## src/hw/rtl/qalu_pkg.sv

```systemverilog
package qalu_pkg;

  // Component format and derived widths.
  localparam int CW  = 16;
  localparam int FB  = 12;
  localparam int PW  = 2 * CW;
  localparam int HW  = 2 * CW + 2;
  localparam int SW  = 2 * CW + 1;
  localparam int RW  = CW + 1;
  localparam int NS  = RW;
  localparam int SPW = 2 * RW;
  localparam int RMW = RW + 3;
  localparam int DW  = CW + 2 * FB + 1;
  localparam int XW  = (DW > SW + CW + 1) ? DW : SW + CW + 1;
  localparam int IW  = 9 * CW;
  localparam int OW  = 4 * CW;

  typedef logic signed [CW-1:0] comp_t;

  localparam comp_t CMAX = {1'b0, {(CW - 1){1'b1}}};
  localparam comp_t CMIN = {1'b1, {(CW - 1){1'b0}}};
  localparam logic [CW-1:0] UMAX  = {1'b0, {(CW - 1){1'b1}}};
  localparam logic [CW-1:0] UHALF = {1'b1, {(CW - 1){1'b0}}};
  localparam logic signed [HW-1:0] HALF_H = HW'(1) << (FB - 1);
  localparam logic [SW-1:0] HALF_S = SW'(1) << (FB - 1);

  typedef enum logic [2:0] {
    OP_ADD   = 3'd0,
    OP_SUB   = 3'd1,
    OP_MUL   = 3'd2,
    OP_SCALE = 3'd3,
    OP_NORM2 = 3'd4,
    OP_NORM  = 3'd5,
    OP_CONJ  = 3'd6,
    OP_INV   = 3'd7
  } op_t;

  // A clamped component with its saturation mark.
  typedef struct packed {
    logic  sat;
    comp_t val;
  } cres_t;

  // Everything an item carries through the square root and divide stages.
  typedef struct packed {
    op_t                  mode;
    comp_t [3:0]          r;
    logic                 dsat;
    logic                 zero;
    logic [3:0]           neg;
    logic [3:0]           ovf;
    logic [SW-1:0]        s;
    logic [RW-1:0]        root;
    logic [RMW-1:0]       srem;
    logic [3:0][XW-1:0]   drem;
    logic [3:0][RW-1:0]   q;
  } it_t;

  // Clamp a slightly wider signed value to the component range.
  function automatic cres_t clamp_w(input logic signed [CW+1:0] v);
    cres_t c;
    if (v > CMAX) begin
      c.sat = 1'b1;
      c.val = CMAX;
    end else if (v < CMIN) begin
      c.sat = 1'b1;
      c.val = CMIN;
    end else begin
      c.sat = 1'b0;
      c.val = v[CW-1:0];
    end
    return c;
  endfunction

  // Drop the fraction bits, rounding to nearest with ties upward, then clamp.
  function automatic cres_t round_clamp(input logic signed [HW-1:0] v);
    logic signed [HW-1:0] t;
    cres_t c;
    t = v + HALF_H;
    t = t >>> FB;
    if (t > CMAX) begin
      c.sat = 1'b1;
      c.val = CMAX;
    end else if (t < CMIN) begin
      c.sat = 1'b1;
      c.val = CMIN;
    end else begin
      c.sat = 1'b0;
      c.val = t[CW-1:0];
    end
    return c;
  endfunction

  // Sign extend a product to the width of a four term sum.
  function automatic logic signed [HW-1:0] sx_p(input logic signed [PW-1:0] p);
    return {{(HW - PW){p[PW-1]}}, p};
  endfunction

endpackage

```

## src/hw/rtl/qalu_back.sv

```systemverilog
module qalu_back (
  input  logic                    clk,
  input  logic                    rst,
  input  logic                    en,
  input  logic                    in_vld,
  input  qalu_pkg::it_t           in_it,
  output logic                    m_tvalid,
  output logic [qalu_pkg::OW-1:0] m_tdata,
  output logic [1:0]              m_tuser
);

  qalu_pkg::comp_t r_c [4];
  logic            sat_c;
  logic            zn_c;

  // Final rounding of the root and the quotients, then result selection.
  always_comb begin
    logic [qalu_pkg::RW:0]   v;
    logic [qalu_pkg::RW:0]   qr;
    logic [qalu_pkg::CW-1:0] qm;
    logic                    big;
    v = qalu_pkg::RW'(in_it.root) + (qalu_pkg::RW + 1)'(
          in_it.srem > qalu_pkg::RMW'(in_it.root));
    qr    = '0;
    qm    = '0;
    big   = 1'b0;
    sat_c = 1'b0;
    zn_c  = 1'b0;
    for (int i = 0; i < 4; i++) begin
      r_c[i] = '0;
    end
    case (in_it.mode)
      qalu_pkg::OP_NORM: begin
        if (v > qalu_pkg::UMAX) begin
          r_c[0] = qalu_pkg::CMAX;
          sat_c  = 1'b1;
        end else begin
          r_c[0] = v[qalu_pkg::CW-1:0];
        end
      end
      qalu_pkg::OP_INV: begin
        if (in_it.zero) begin
          zn_c = 1'b1;
        end else begin
          for (int i = 0; i < 4; i++) begin
            qr  = ((qalu_pkg::RW + 1)'(in_it.q[i]) + 1'b1) >> 1;
            qm  = qr[qalu_pkg::CW-1:0];
            big = in_it.neg[i] ? (qr > qalu_pkg::UHALF) : (qr > qalu_pkg::UMAX);
            if (in_it.ovf[i] || big) begin
              r_c[i] = in_it.neg[i] ? qalu_pkg::CMIN : qalu_pkg::CMAX;
              sat_c  = 1'b1;
            end else begin
              r_c[i] = in_it.neg[i] ? -qm : qm;
            end
          end
        end
      end
      default: begin
        for (int i = 0; i < 4; i++) begin
          r_c[i] = in_it.r[i];
        end
        sat_c = in_it.dsat;
      end
    endcase
  end

  // Output register.
  always_ff @(posedge clk) begin
    if (rst) begin
      m_tvalid <= 1'b0;
    end else if (en) begin
      m_tvalid <= in_vld;
    end
  end

  always_ff @(posedge clk) begin
    if (en) begin
      m_tdata <= {r_c[3], r_c[2], r_c[1], r_c[0]};
      m_tuser <= {zn_c, sat_c};
    end
  end

endmodule

```

## config.mk

```make
export PLATFORM = sky130hd
export DESIGN_NAME = qalu_back
export DESIGN_NICKNAME = d
export VERILOG_FILES = /design/src/hw/rtl/qalu_pkg.sv /design/src/hw/rtl/qalu_back.sv
export SDC_FILE = /design/constraint.sdc
export NUM_CORES = 1
export LEC_CHECK = 0
export BUFFER_PORTS_ARGS = -buffer_cell sky130_fd_sc_hd__buf_2
export CAP_MARGIN = 10
export CORE_AREA = 2 2 188 190
export CTS_CLUSTER_DIAMETER = 50
export DETAILED_ROUTE_END_ITERATION = 10
export DIE_AREA = 0 0 190 192
export GPL_ROUTABILITY_DRIVEN = 0
export GPL_TIMING_DRIVEN = 0
export PLACE_DENSITY = 0.58
export RECOVER_POWER = 50
export SYNTH_ARGS = -nofsm -noshare
export SYNTH_HDL_FRONTEND = slang
export SYNTH_SLANG_ARGS = --single-unit
```

## constraint.sdc

```tcl
create_clock -name clk -period 11.2 [get_ports clk]
set_clock_uncertainty 0.2 [all_clocks]
set_input_delay 1.12 -clock clk [delete_from_list [all_inputs] [get_ports clk]]
set_output_delay 1.12 -clock clk [all_outputs]
set_load 0.01 [all_outputs]
```

==> impl_results.md, run 1 <==
- Power Density: 87.4 nW/um^2
- Critical path required time: 11060 ps
- Reg2reg setup slack: 10400 ps
- Relative slew slack: -55.0%
- Worst Path Arrival: 5290 ps
- 1st-pass router iterations: 7
- Tmin final: 5420 ps
- Failing checks: max-capacitance violations, max-slew violations
- Hold Path End: m_tvalid
- Post-CTS Setup Bufs: 0
- Mapped Cells: 1014
- Slew @ Worst Pin: 2330 ps
- Die height: 192 um
- Post-synthesis register bit count: 67
- Hold path startpoint: m_tvalid
- CTS sink cnt: 67
- Initial Utilization: 23.8%
- Synth async-reset ratio: 0%
- Cell Area, Synth: 8170 um^2
- Die area: 36500 um^2
- Fillers: 3762
- DR DRC count: 0
- Pleak: 0.00381 uW
- DR vias: 9210
- Final Setup Violations: 0
- Status: complete, but fails checks
- Hpwl dp: 27600 um
- Min-Delay Path Class: register to register
- Largest stage delay, worst path: 440 ps
- Area after DPL: 9940 um^2
- Total grt overflow: 0
- Post-route cell area: 10200 um^2
- Reg-to-reg critical path startpoint: m_tvalid
- WL per Instance: 19.7 um
- Maximum Capacitance Violations: 2
- Max-slew violations: 70
- Setup TNS: 0 ps
- Crit-path max FO: 10
- Cell breakdown of the critical path: buf_2, inv_1, ha_1, a21o_1, a21o_1, a21o_1, a21oi_1, nor2b_1, o21ai_0, a211o_1, a22oi_1, ha_1, ha_1, and3_1, nand2b_1, nand2_1, mux2_2, nor2_1, clkbuf_1, o21ai_0, a22oi_1, o21ai_1
- Antenna-violating nets left: 0
- Post-synth top flop: edfxtp_1
- Worst setup margin: 5780 ps
- Hold Path Depth: 2
- Via/cell ratio: 5.32
- Top Ports: 486
- Num rows: 68
- # nets final: 1712
- Critical R2R Capture: m_tvalid
- Drt total wl: 34100 um
- CORE AREA: 34300 um^2
- Peak VDD IR: 0.0000632 V
- First-pass GRT wire length: 50100 um
- Pin count of the biggest net entering global routing: 39
- Die Width: 190 um
- Total chip power: 892 uW
- Register area share after synthesis: 24.5%
- Post-cts resize count: 0
- Syn avg cell area: 8.06 um^2
- Number of CTS-inserted buffers: 9
- Syn nets: 1465
- Worst Setup Path Type: input port to register
- Syn. warnings: 0
- Number of global-route vias before repair: 8488
- Worst-Skew Late Latency: 340 ps
- Final hold violation count: 0
- Worst setup SP type: input port
- GRT Overall Usage: 17.8%
- Area grow syn2layout: 24.9%
- Root Buffer: clkbuf_16
- Layout cells sized above 1: 21.3%
- Hold-fix buffers at CTS: 0
- Reg2reg path depth: 2
- PortBufs: 235
- Clk pin slew, worst setup/hold paths: 60 ps
- EDFF count, synth: 66
- Clock tree buffer depth: 2
- CTS tree: built
- Cell variety after synth: 82
- CP delay by family, top: compound AO/OA/AOI/OAI gates
- Crit end category: register
- Placement Setup Slack: 5530 ps
- Fin crit share: 48.4%
- Initial antenna violation count: 15
- Slowest-stage cell, CP: a22oi_1
- RSZ-0062 raised after global routing: no
- Worst path buffer plus inverter count: 3
- DRT iter0 DRCs: 846
- Maximum clock rate: 184 MHz
- H-tree Lvls: 3
- Final core occ: 29.8%
==> area by class of cell <==
cell class,count,area (um^2),area share [%]
inverter,44,165,1.62
multi-input combinational,829,5670,55.6
antenna,10,25.0,0.245
clock inverter,7,76.3,0.748
sequential,67,2000,19.6
tap,455,569,5.58
timing repair buffer,236,1140,11.1
buffer,74,332,3.25
clock buffer,9,225,2.21
==> cells in the final DEF, fill, tap and decap left out, types with 30 or more instances in the layout <==
cell,synthesis,final
a21oi_1,62,62
nand3_1,54,54
o21ai_0,43,43
nand4_1,36,36
nand2_1,88,88
ha_1,32,32
edfxtp_1,66,66
nor2_1,43,43
inv_1,44,44
xnor2_1,63,63
clkbuf_1,45,80
xor2_1,30,30
nor4_1,33,33
buf_2,22,223
==> registers in the layout, indices dropped and copies added (netlist names) <==
name,flops
m_tuser,2
m_tvalid,1
m_tdata,64
==> where the power goes <==
group          internal [uW]  switching (uW)  total, uW
clock                    174             122        296
combinational            108             178        286
sequential               303            6.72        310
total                    585             307        892
==> cell usage after synthesis, drive strengths merged, types with 16 or more instances <==
library cell | n | area [um^2]
inv | 44 | 165
ha | 32 | 400
clkbuf | 45 | 169
nor3 | 30 | 155
nand4 | 37 | 238
o21ai | 52 | 260
and2 | 16 | 103
nand2 | 88 | 330
a31oi | 16 | 100
xor2 | 30 | 263
a221o | 29 | 290
mux2i | 18 | 180
edfxtp | 66 | 1980
a21oi | 62 | 310
o31ai | 16 | 120
buf | 29 | 163
nor4 | 35 | 240
xnor2 | 64 | 568
nor2 | 44 | 173
nand3 | 57 | 300
==> metal layers <==
metal	track usage (%)	share of wire, %
met4	4.38	1.6
met3	4.92	9.0
met1	25.0	47
met5	0	0.19
met2	27.0	43
==> kinds of logic (layout without fill, tap and decap cells) <==
family	after synthesis	in the layout	share of synthesized area, %
other cells	0	10	0
mux	22	22	2.76
xor+xnor	94	94	10.2
buf+inv	118	370	6.08
flops	67	67	24.5
compound gates	294	294	25.6
simple gates	387	387	26.0
fa+ha+maj	32	32	4.90
==> how the worst max path moves through the flow <==
stage          startpoint          to  slack (ps)  cells past startpoint
4_1_cts        in_it[303]  m_tdata[3]        5890                     20
5_1_grt        in_it[303]  m_tdata[3]        5350                     20
2_1_floorplan  in_it[293]  m_tdata[3]        6410                     21
6_report       in_it[293]  m_tdata[3]        5780                     22
3_3_place_gp   in_it[302]  m_tdata[3]        5570                     20
3_5_place_dp   in_it[302]  m_tdata[3]        5530                     20
==> through the flow <==
stage,hold WS (ps),std cells
after floorplan,328,1014
after global placement,273,1704
after detailed placement,282,1705
after CTS,301,1721
after global routing,386,1724
final,306,1731
==> tightest hold or removal path: cells and delay by family (launching register included) <==
family	cells	cell delay, ps
flip-flops	1	330
AND/OR/NAND/NOR	1	70
multiplexers	1	70
Power figures use the tool's default switching activity.
==> inputs of run 2 (changes only) <==
--- a/config.mk
+++ b/config.mk
@@ -7,13 +7,13 @@
 export LEC_CHECK = 0
 export BUFFER_PORTS_ARGS = -buffer_cell sky130_fd_sc_hd__buf_2
 export CAP_MARGIN = 10
-export CORE_AREA = 2 2 188 190
+export CORE_AREA = 2 2 190 192
 export CTS_CLUSTER_DIAMETER = 50
 export DETAILED_ROUTE_END_ITERATION = 10
-export DIE_AREA = 0 0 190 192
+export DIE_AREA = 0 0 192 194
 export GPL_ROUTABILITY_DRIVEN = 0
 export GPL_TIMING_DRIVEN = 0
-export PLACE_DENSITY = 0.58
+export PLACE_DENSITY = 0.57
 export RECOVER_POWER = 50
 export SYNTH_ARGS = -nofsm -noshare
 export SYNTH_HDL_FRONTEND = slang
==> constraint.sdc (replaced) <==
create_clock -name clk -period 5.2 [get_ports clk]
set_clock_uncertainty 0.2 [all_clocks]
set_input_delay 0.52 -clock clk [delete_from_list [all_inputs] [get_ports clk]]
set_output_delay 0.52 -clock clk [all_outputs]
set_load 0.01 [all_outputs]
==> run 2 against run 1 <==
Net effect:
- the run still ends with max-capacitance violations, max-slew violations left
- clock-buffer cell count unchanged
- non-clock buffer count unchanged
- flip-flop and latch count unchanged
- global-route usage down 0.39 points
- clock power up 130%
- cell area up 0.15%
- largest power group unchanged
==> impl_results.md, run 2 (same netlist as run 1, synthesis figures left out) <==
- Status: complete, but fails checks
- Failing checks: max-capacitance violations, max-slew violations
- Combinational power share: 31.4%
- Total chip power: 1950 uW
- Biggest regs: m_tdata (64), m_tuser (2), m_tvalid (1)
- Power Density: 191 nW/um^2
- GRT Overall Usage: 17.5%
- Reg2reg setup slack: 4370 ps
- Clock network power share: 34.2%
- Sw Ratio: 33.1%
- DR vias: 9254
- Crit-path max FO: 10
- Root Buffer: clkbuf_16
- Worst-Skew Late Latency: 340 ps
- PortBufs: 235
- Top Ports: 486
- Fin crit share: 91.1%
- CTS sink cnt: 67
- Hpwl dp: 27600 um
- Worst setup SP type: input port
- Critical path required time: 5060 ps
- Crit end category: register
- Initial antenna violation count: 10
- Pin count of the biggest net entering global routing: 66
- Die Width: 192 um
- Pleak: 0.00381 uW
- Post-route cell area: 10200 um^2
- Largest register by flop count: m_tdata
- Clk pin slew, worst setup/hold paths: 70 ps
- Maximum clock rate: 211 MHz
- First-pass GRT wire length: 50100 um
- Final hold violation count: 0
- WL per Instance: 19.5 um
- Drt total wl: 33700 um
- Setup TNS: 0 ps
- Min-Delay Path Class: input port to register
- Most frequent cells in the layout: buf_2, nand2_1, clkbuf_1
- Placement Setup Slack: 81.9 ps
- H-tree Lvls: 3
- Pint: 1300 uW
- Tmin final: 4740 ps
- Total grt overflow: 0
- Via/cell ratio: 5.34
- Area after DPL: 9950 um^2
- Antenna-violating nets left: 0
- 1st-pass router iterations: 5
- Layout cells sized above 1: 21.5%
- Worst Setup Path Type: input port to register
- Initial Utilization: 23.2%
- Die height: 194 um
- Maximum Capacitance Violations: 1
- Die area: 37200 um^2
- DRT iter0 DRCs: 797
- RSZ-0062 raised after global routing: no
- Number of CTS-inserted buffers: 9
- Peak VDD IR: 0.000142 V
- Max-slew violations: 66
- P_sw: 646 uW
- Most common cell after layout, fill and taps aside: buf_2
- Worst Path Arrival: 4600 ps
- Final Setup Violations: 0
- Max reg flops: 64
- Sequential Power Share: 34.4%
- Clock tree buffer depth: 2
- Worst setup margin: 462 ps
- CTS tree: built
- Relative slew slack: -159%
- Number of global-route vias before repair: 8565
- CORE AREA: 35200 um^2
- DR DRC count: 0
- Num rows: 69
- # nets final: 1712
- Slew @ Worst Pin: 3880 ps
- Area grow syn2layout: 25.1%
## run 2: cell count changes in the layout (fill, tap and decap cells not counted), sizes merged
cell	delta
diode	-4
clkinvlp	+2
inv	-2
bufinv	+1
clkinv	-1
## run 2: worst max-delay path, stage by stage
cell,delay (ps)
buf_2,140
inv_1,60
ha_1,290
nand4_1,90
nor4_1,200
nand2_1,120
nor3_1,250
o21ai_0,110
and3_1,190
a22oi_1,160
ha_1,310
nand4_1,190
nor2_1,250
nand4_1,130
mux2_2,310
nor2_1,290
clkbuf_2,290
o21ai_0,110
a22oi_1,410
o21ai_1,160
## run 2: repair_timing
action	in CTS	in global routing
endpoints found under the setup margin	0	2
setup buffers	0	0
hold buffers	0	0
gates resized for setup	0	2
endpoints found under the hold margin	0	0
## run 2: through the flow
stage	hold WS, ps	cells	util [%]
after detailed placement	275	1711	28.3
after floorplan	328	1014	-
final	173	1733	29.0
after global routing	172	1727	29.0
after CTS	165	1727	29.2
after global placement	274	1710	28.2
## run 2: power groups by stage
stage | logic [uW] | clock network, uW | registers (uW)
floorplan | 319 | 0 | 703
global placement | 607 | 0 | 680
detailed placement | 615 | 0 | 679
CTS | 618 | 690 | 668
global route | 671 | 710 | 675
finish | 612 | 668 | 671
## run 2: path summary, 6_finish.rpt
path,from,end,cells past startpoint
max,in_it[302],m_tdata[3],20
min,rst,m_tvalid,2
max reg2reg,m_tvalid,m_tvalid,2
min reg2reg,m_tvalid,m_tvalid,2
## run 2: area by class of cell
type / instances / area (um^2)
inverter: 44 / 165
clock inverter: 7 / 92.6
fill: 3881 / 25000
timing repair buffer: 236 / 1140
sequential: 67 / 2000
multi-input combinational: 829 / 5670
antenna: 6 / 15.0
clock buffer: 9 / 225
buffer: 74 / 333
tap: 461 / 577
## run 2: metal layers
metal  part of all wire (%)  vias up  track usage [%]  routed length [um]
met1                     46     4370             24.9               15600
met4                    1.6        8             4.04                 525
met2                     42      425             26.0               14200
met3                    9.9       34             4.67                3340
li1                       -     4417                -                   -
met5                   0.15        -                0                  52
==> inputs of run 3 (changes only) <==
--- a/config.mk
+++ b/config.mk
@@ -7,13 +7,15 @@
 export LEC_CHECK = 0
 export BUFFER_PORTS_ARGS = -buffer_cell sky130_fd_sc_hd__buf_2
 export CAP_MARGIN = 10
-export CORE_AREA = 2 2 190 192
+export CELL_PAD_IN_SITES_DETAIL_PLACEMENT = 1
+export CELL_PAD_IN_SITES_GLOBAL_PLACEMENT = 2
+export CORE_ASPECT_RATIO = 1.25
+export CORE_UTILIZATION = 23
 export CTS_CLUSTER_DIAMETER = 50
 export DETAILED_ROUTE_END_ITERATION = 10
-export DIE_AREA = 0 0 192 194
 export GPL_ROUTABILITY_DRIVEN = 0
 export GPL_TIMING_DRIVEN = 0
-export PLACE_DENSITY = 0.57
+export PLACE_DENSITY = 0.9
 export RECOVER_POWER = 50
 export SYNTH_ARGS = -nofsm -noshare
 export SYNTH_HDL_FRONTEND = slang
==> constraint.sdc (replaced) <==
create_clock -name clk -period 5.2 [get_ports clk]
set_clock_uncertainty 0.2 [all_clocks]
set_input_delay 1.3 -clock clk [delete_from_list [all_inputs] [get_ports clk]]
set_output_delay 1.3 -clock clk [all_outputs]
set_load 0.01 [all_outputs]
==> run 3 against run 2 <==
Net effect:
- the run still ends with max-capacitance violations, max-slew violations left
- sequential power about the same
- total power down 1.2%
- clock-buffer cell count up 1
- core utilization up 0.58 points
- non-clock buffer count up 3
- final cell count up 0.29%
- global-route usage up 2.2 points
- maximum frequency down 4.8%
- critical path depth down 6
- wire length up 8.0%
==> impl_results.md, run 3 (same netlist as run 1, synthesis figures left out) <==
- Top Ports: 486
- Slew @ Worst Pin: 2200 ps
- Die Width: 171 um
- Clock tree buffer depth: 2
- CP delay by family, top: compound AO/OA/AOI/OAI gates
- CTS tree: built
- Failing checks: max-capacitance violations, max-slew violations
- Crit end category: register
- Relative slew slack: -47.0%
- WL per Instance: 21.0 um
- Largest register by flop count: m_tdata
- Most common cell after layout, fill and taps aside: buf_2
- Hold-fix buffers at CTS: 0
- Most frequent cells in the layout: buf_2, nand2_1, clkbuf_1
- First-pass GRT wire length: 54200 um
- Via/cell ratio: 5.38
- Crit-path max FO: 10
- Final core occ: 29.6%
- Initial antenna violation count: 6
- Critical path required time: 5080 ps
- CORE AREA: 34700 um^2
- DR DRC count: 0
- Final Hold Slack: 308 ps
- Hpwl dp: 29500 um
- Num rows: 76
- Fin crit share: 95.7%
- PortBufs: 235
- Worst path buffer plus inverter count: 5
- Pin count of the biggest net entering global routing: 36
- Worst setup SP type: input port
- Drt total wl: 36400 um
- Power Density: 188 nW/um^2
- Initial Utilization: 23.5%
- Placement Setup Slack: -916 ps
- GRT Overall Usage: 19.7%
- Cell breakdown of the critical path: buf_2, ha_1, clkbuf_1, xor2_1, inv_1, ha_1, inv_1, o32ai_2, nand3_1, or4_1, a211oi_4, buf_4, mux2i_1, o21ai_1
- Slowest-stage cell, CP: or4_1
- Peak VDD IR: 0.000177 V
- Status: complete, but fails checks
- Min-Delay Path Class: register to register
- # nets final: 1715
- Max reg flops: 64
- Die area: 36300 um^2
- Worst-Skew Late Latency: 360 ps
- Layout cells sized above 1: 22.3%
- Number of CTS-inserted buffers: 9
- Area grow syn2layout: 25.7%
- Maximum clock rate: 201 MHz
- Fillers: 4287
- Worst Setup Path Type: input port to register
- DR vias: 9356
- Antenna-violating nets left: 0
- Final hold violation count: 0
- DRT iter0 DRCs: 647
- Tmin final: 4980 ps
- CTS sink cnt: 67
- Pleak: 0.00384 uW
- Final Setup Violations: 0
- H-tree Lvls: 3
- Root Buffer: clkbuf_16
- Die height: 213 um
- Worst setup margin: 224 ps
- Number of global-route vias before repair: 9345
- Total grt overflow: 0
- Biggest regs: m_tdata (64), m_tuser (2), m_tvalid (1)
- Clk pin slew, worst setup/hold paths: 60 ps
- Largest stage delay, worst path: 590 ps
- Max-slew violations: 70
- Maximum Capacitance Violations: 2
- 1st-pass router iterations: 5
- Worst Path Arrival: 4850 ps
==> run 3: stage by stage <==
step / setup TNS (ps) / power [uW] / area, um^2 / instances
after floorplan: 0 / 1020 / 8170 / 1014
after global placement: -8070 / 1290 / 9930 / 1717
after detailed placement: -10500 / 1300 / 9960 / 1718
after CTS: 0 / 1950 / 10300 / 1734
after global routing: -4.34 / 2020 / 10300 / 1736
final: 0 / 1930 / 10300 / 1738
==> run 3: per-layer routing <==
| metal | track usage [%] | vias to the layer above | share of wire (%) |
|---|---|---|---|
| met4 | 6.80 | 6 | 2.3 |
| met5 | 0 | - | 0.11 |
| li1 | - | 4409 | - |
| met1 | 24.5 | 4531 | 44 |
| met2 | 33.4 | 360 | 47 |
| met3 | 3.97 | 50 | 7.0 |
==> run 3: cell type report <==
cell class                 count  area, um^2  share of cell area (%)
antenna                        2        5.00                  0.0487
multi-input combinational    829        5730                    55.8
sequential                    67        2000                    19.5
timing repair buffer         239        1160                    11.3
clock buffer                  10         229                    2.23
tap                          468         586                    5.70
inverter                      44         165                    1.61
buffer                        74         335                    3.27
clock inverter                 5        53.8                   0.524
==> run 3: path summary, 6_finish.rpt <==
path                                from    endpoint  slack [ps]  cells after the start
worst max-delay path            in_it[1]  m_tdata[0]         220                     14
worst max register to register  m_tvalid    m_tvalid        4390                      2
worst min register to register  m_tvalid    m_tvalid         310                      2
worst min-delay path            m_tvalid    m_tvalid         310                      2
==> run 3: worst register-to-register path, cell delays in order, from the launching register on <==
cell and delay, ps:
dfxtp_1 330, mux2i_1 70, nor2_1 140
==> run 3: what timing repair did <==
| action | in CTS | in global routing |
|---|---|---|
| gates resized for setup | 9 | 6 |
| setup buffers | 1 | 2 |
| endpoints found under the setup margin | 12 | 24 |
| endpoints found under the hold margin | 0 | 0 |
| pin swaps | 2 | 6 |
==> run 3: power by group <==
| group | internal (uW) | leakage (uW) | switching, uW | total [uW] |
|---|---|---|---|---|
| combinational | 235 | 0.00304 | 396 | 631 |
| clock | 368 | 0.000142 | 260 | 627 |
| sequential | 653 | 0.000651 | 14.5 | 668 |
| total | 1260 | 0.00384 | 670 | 1930 |
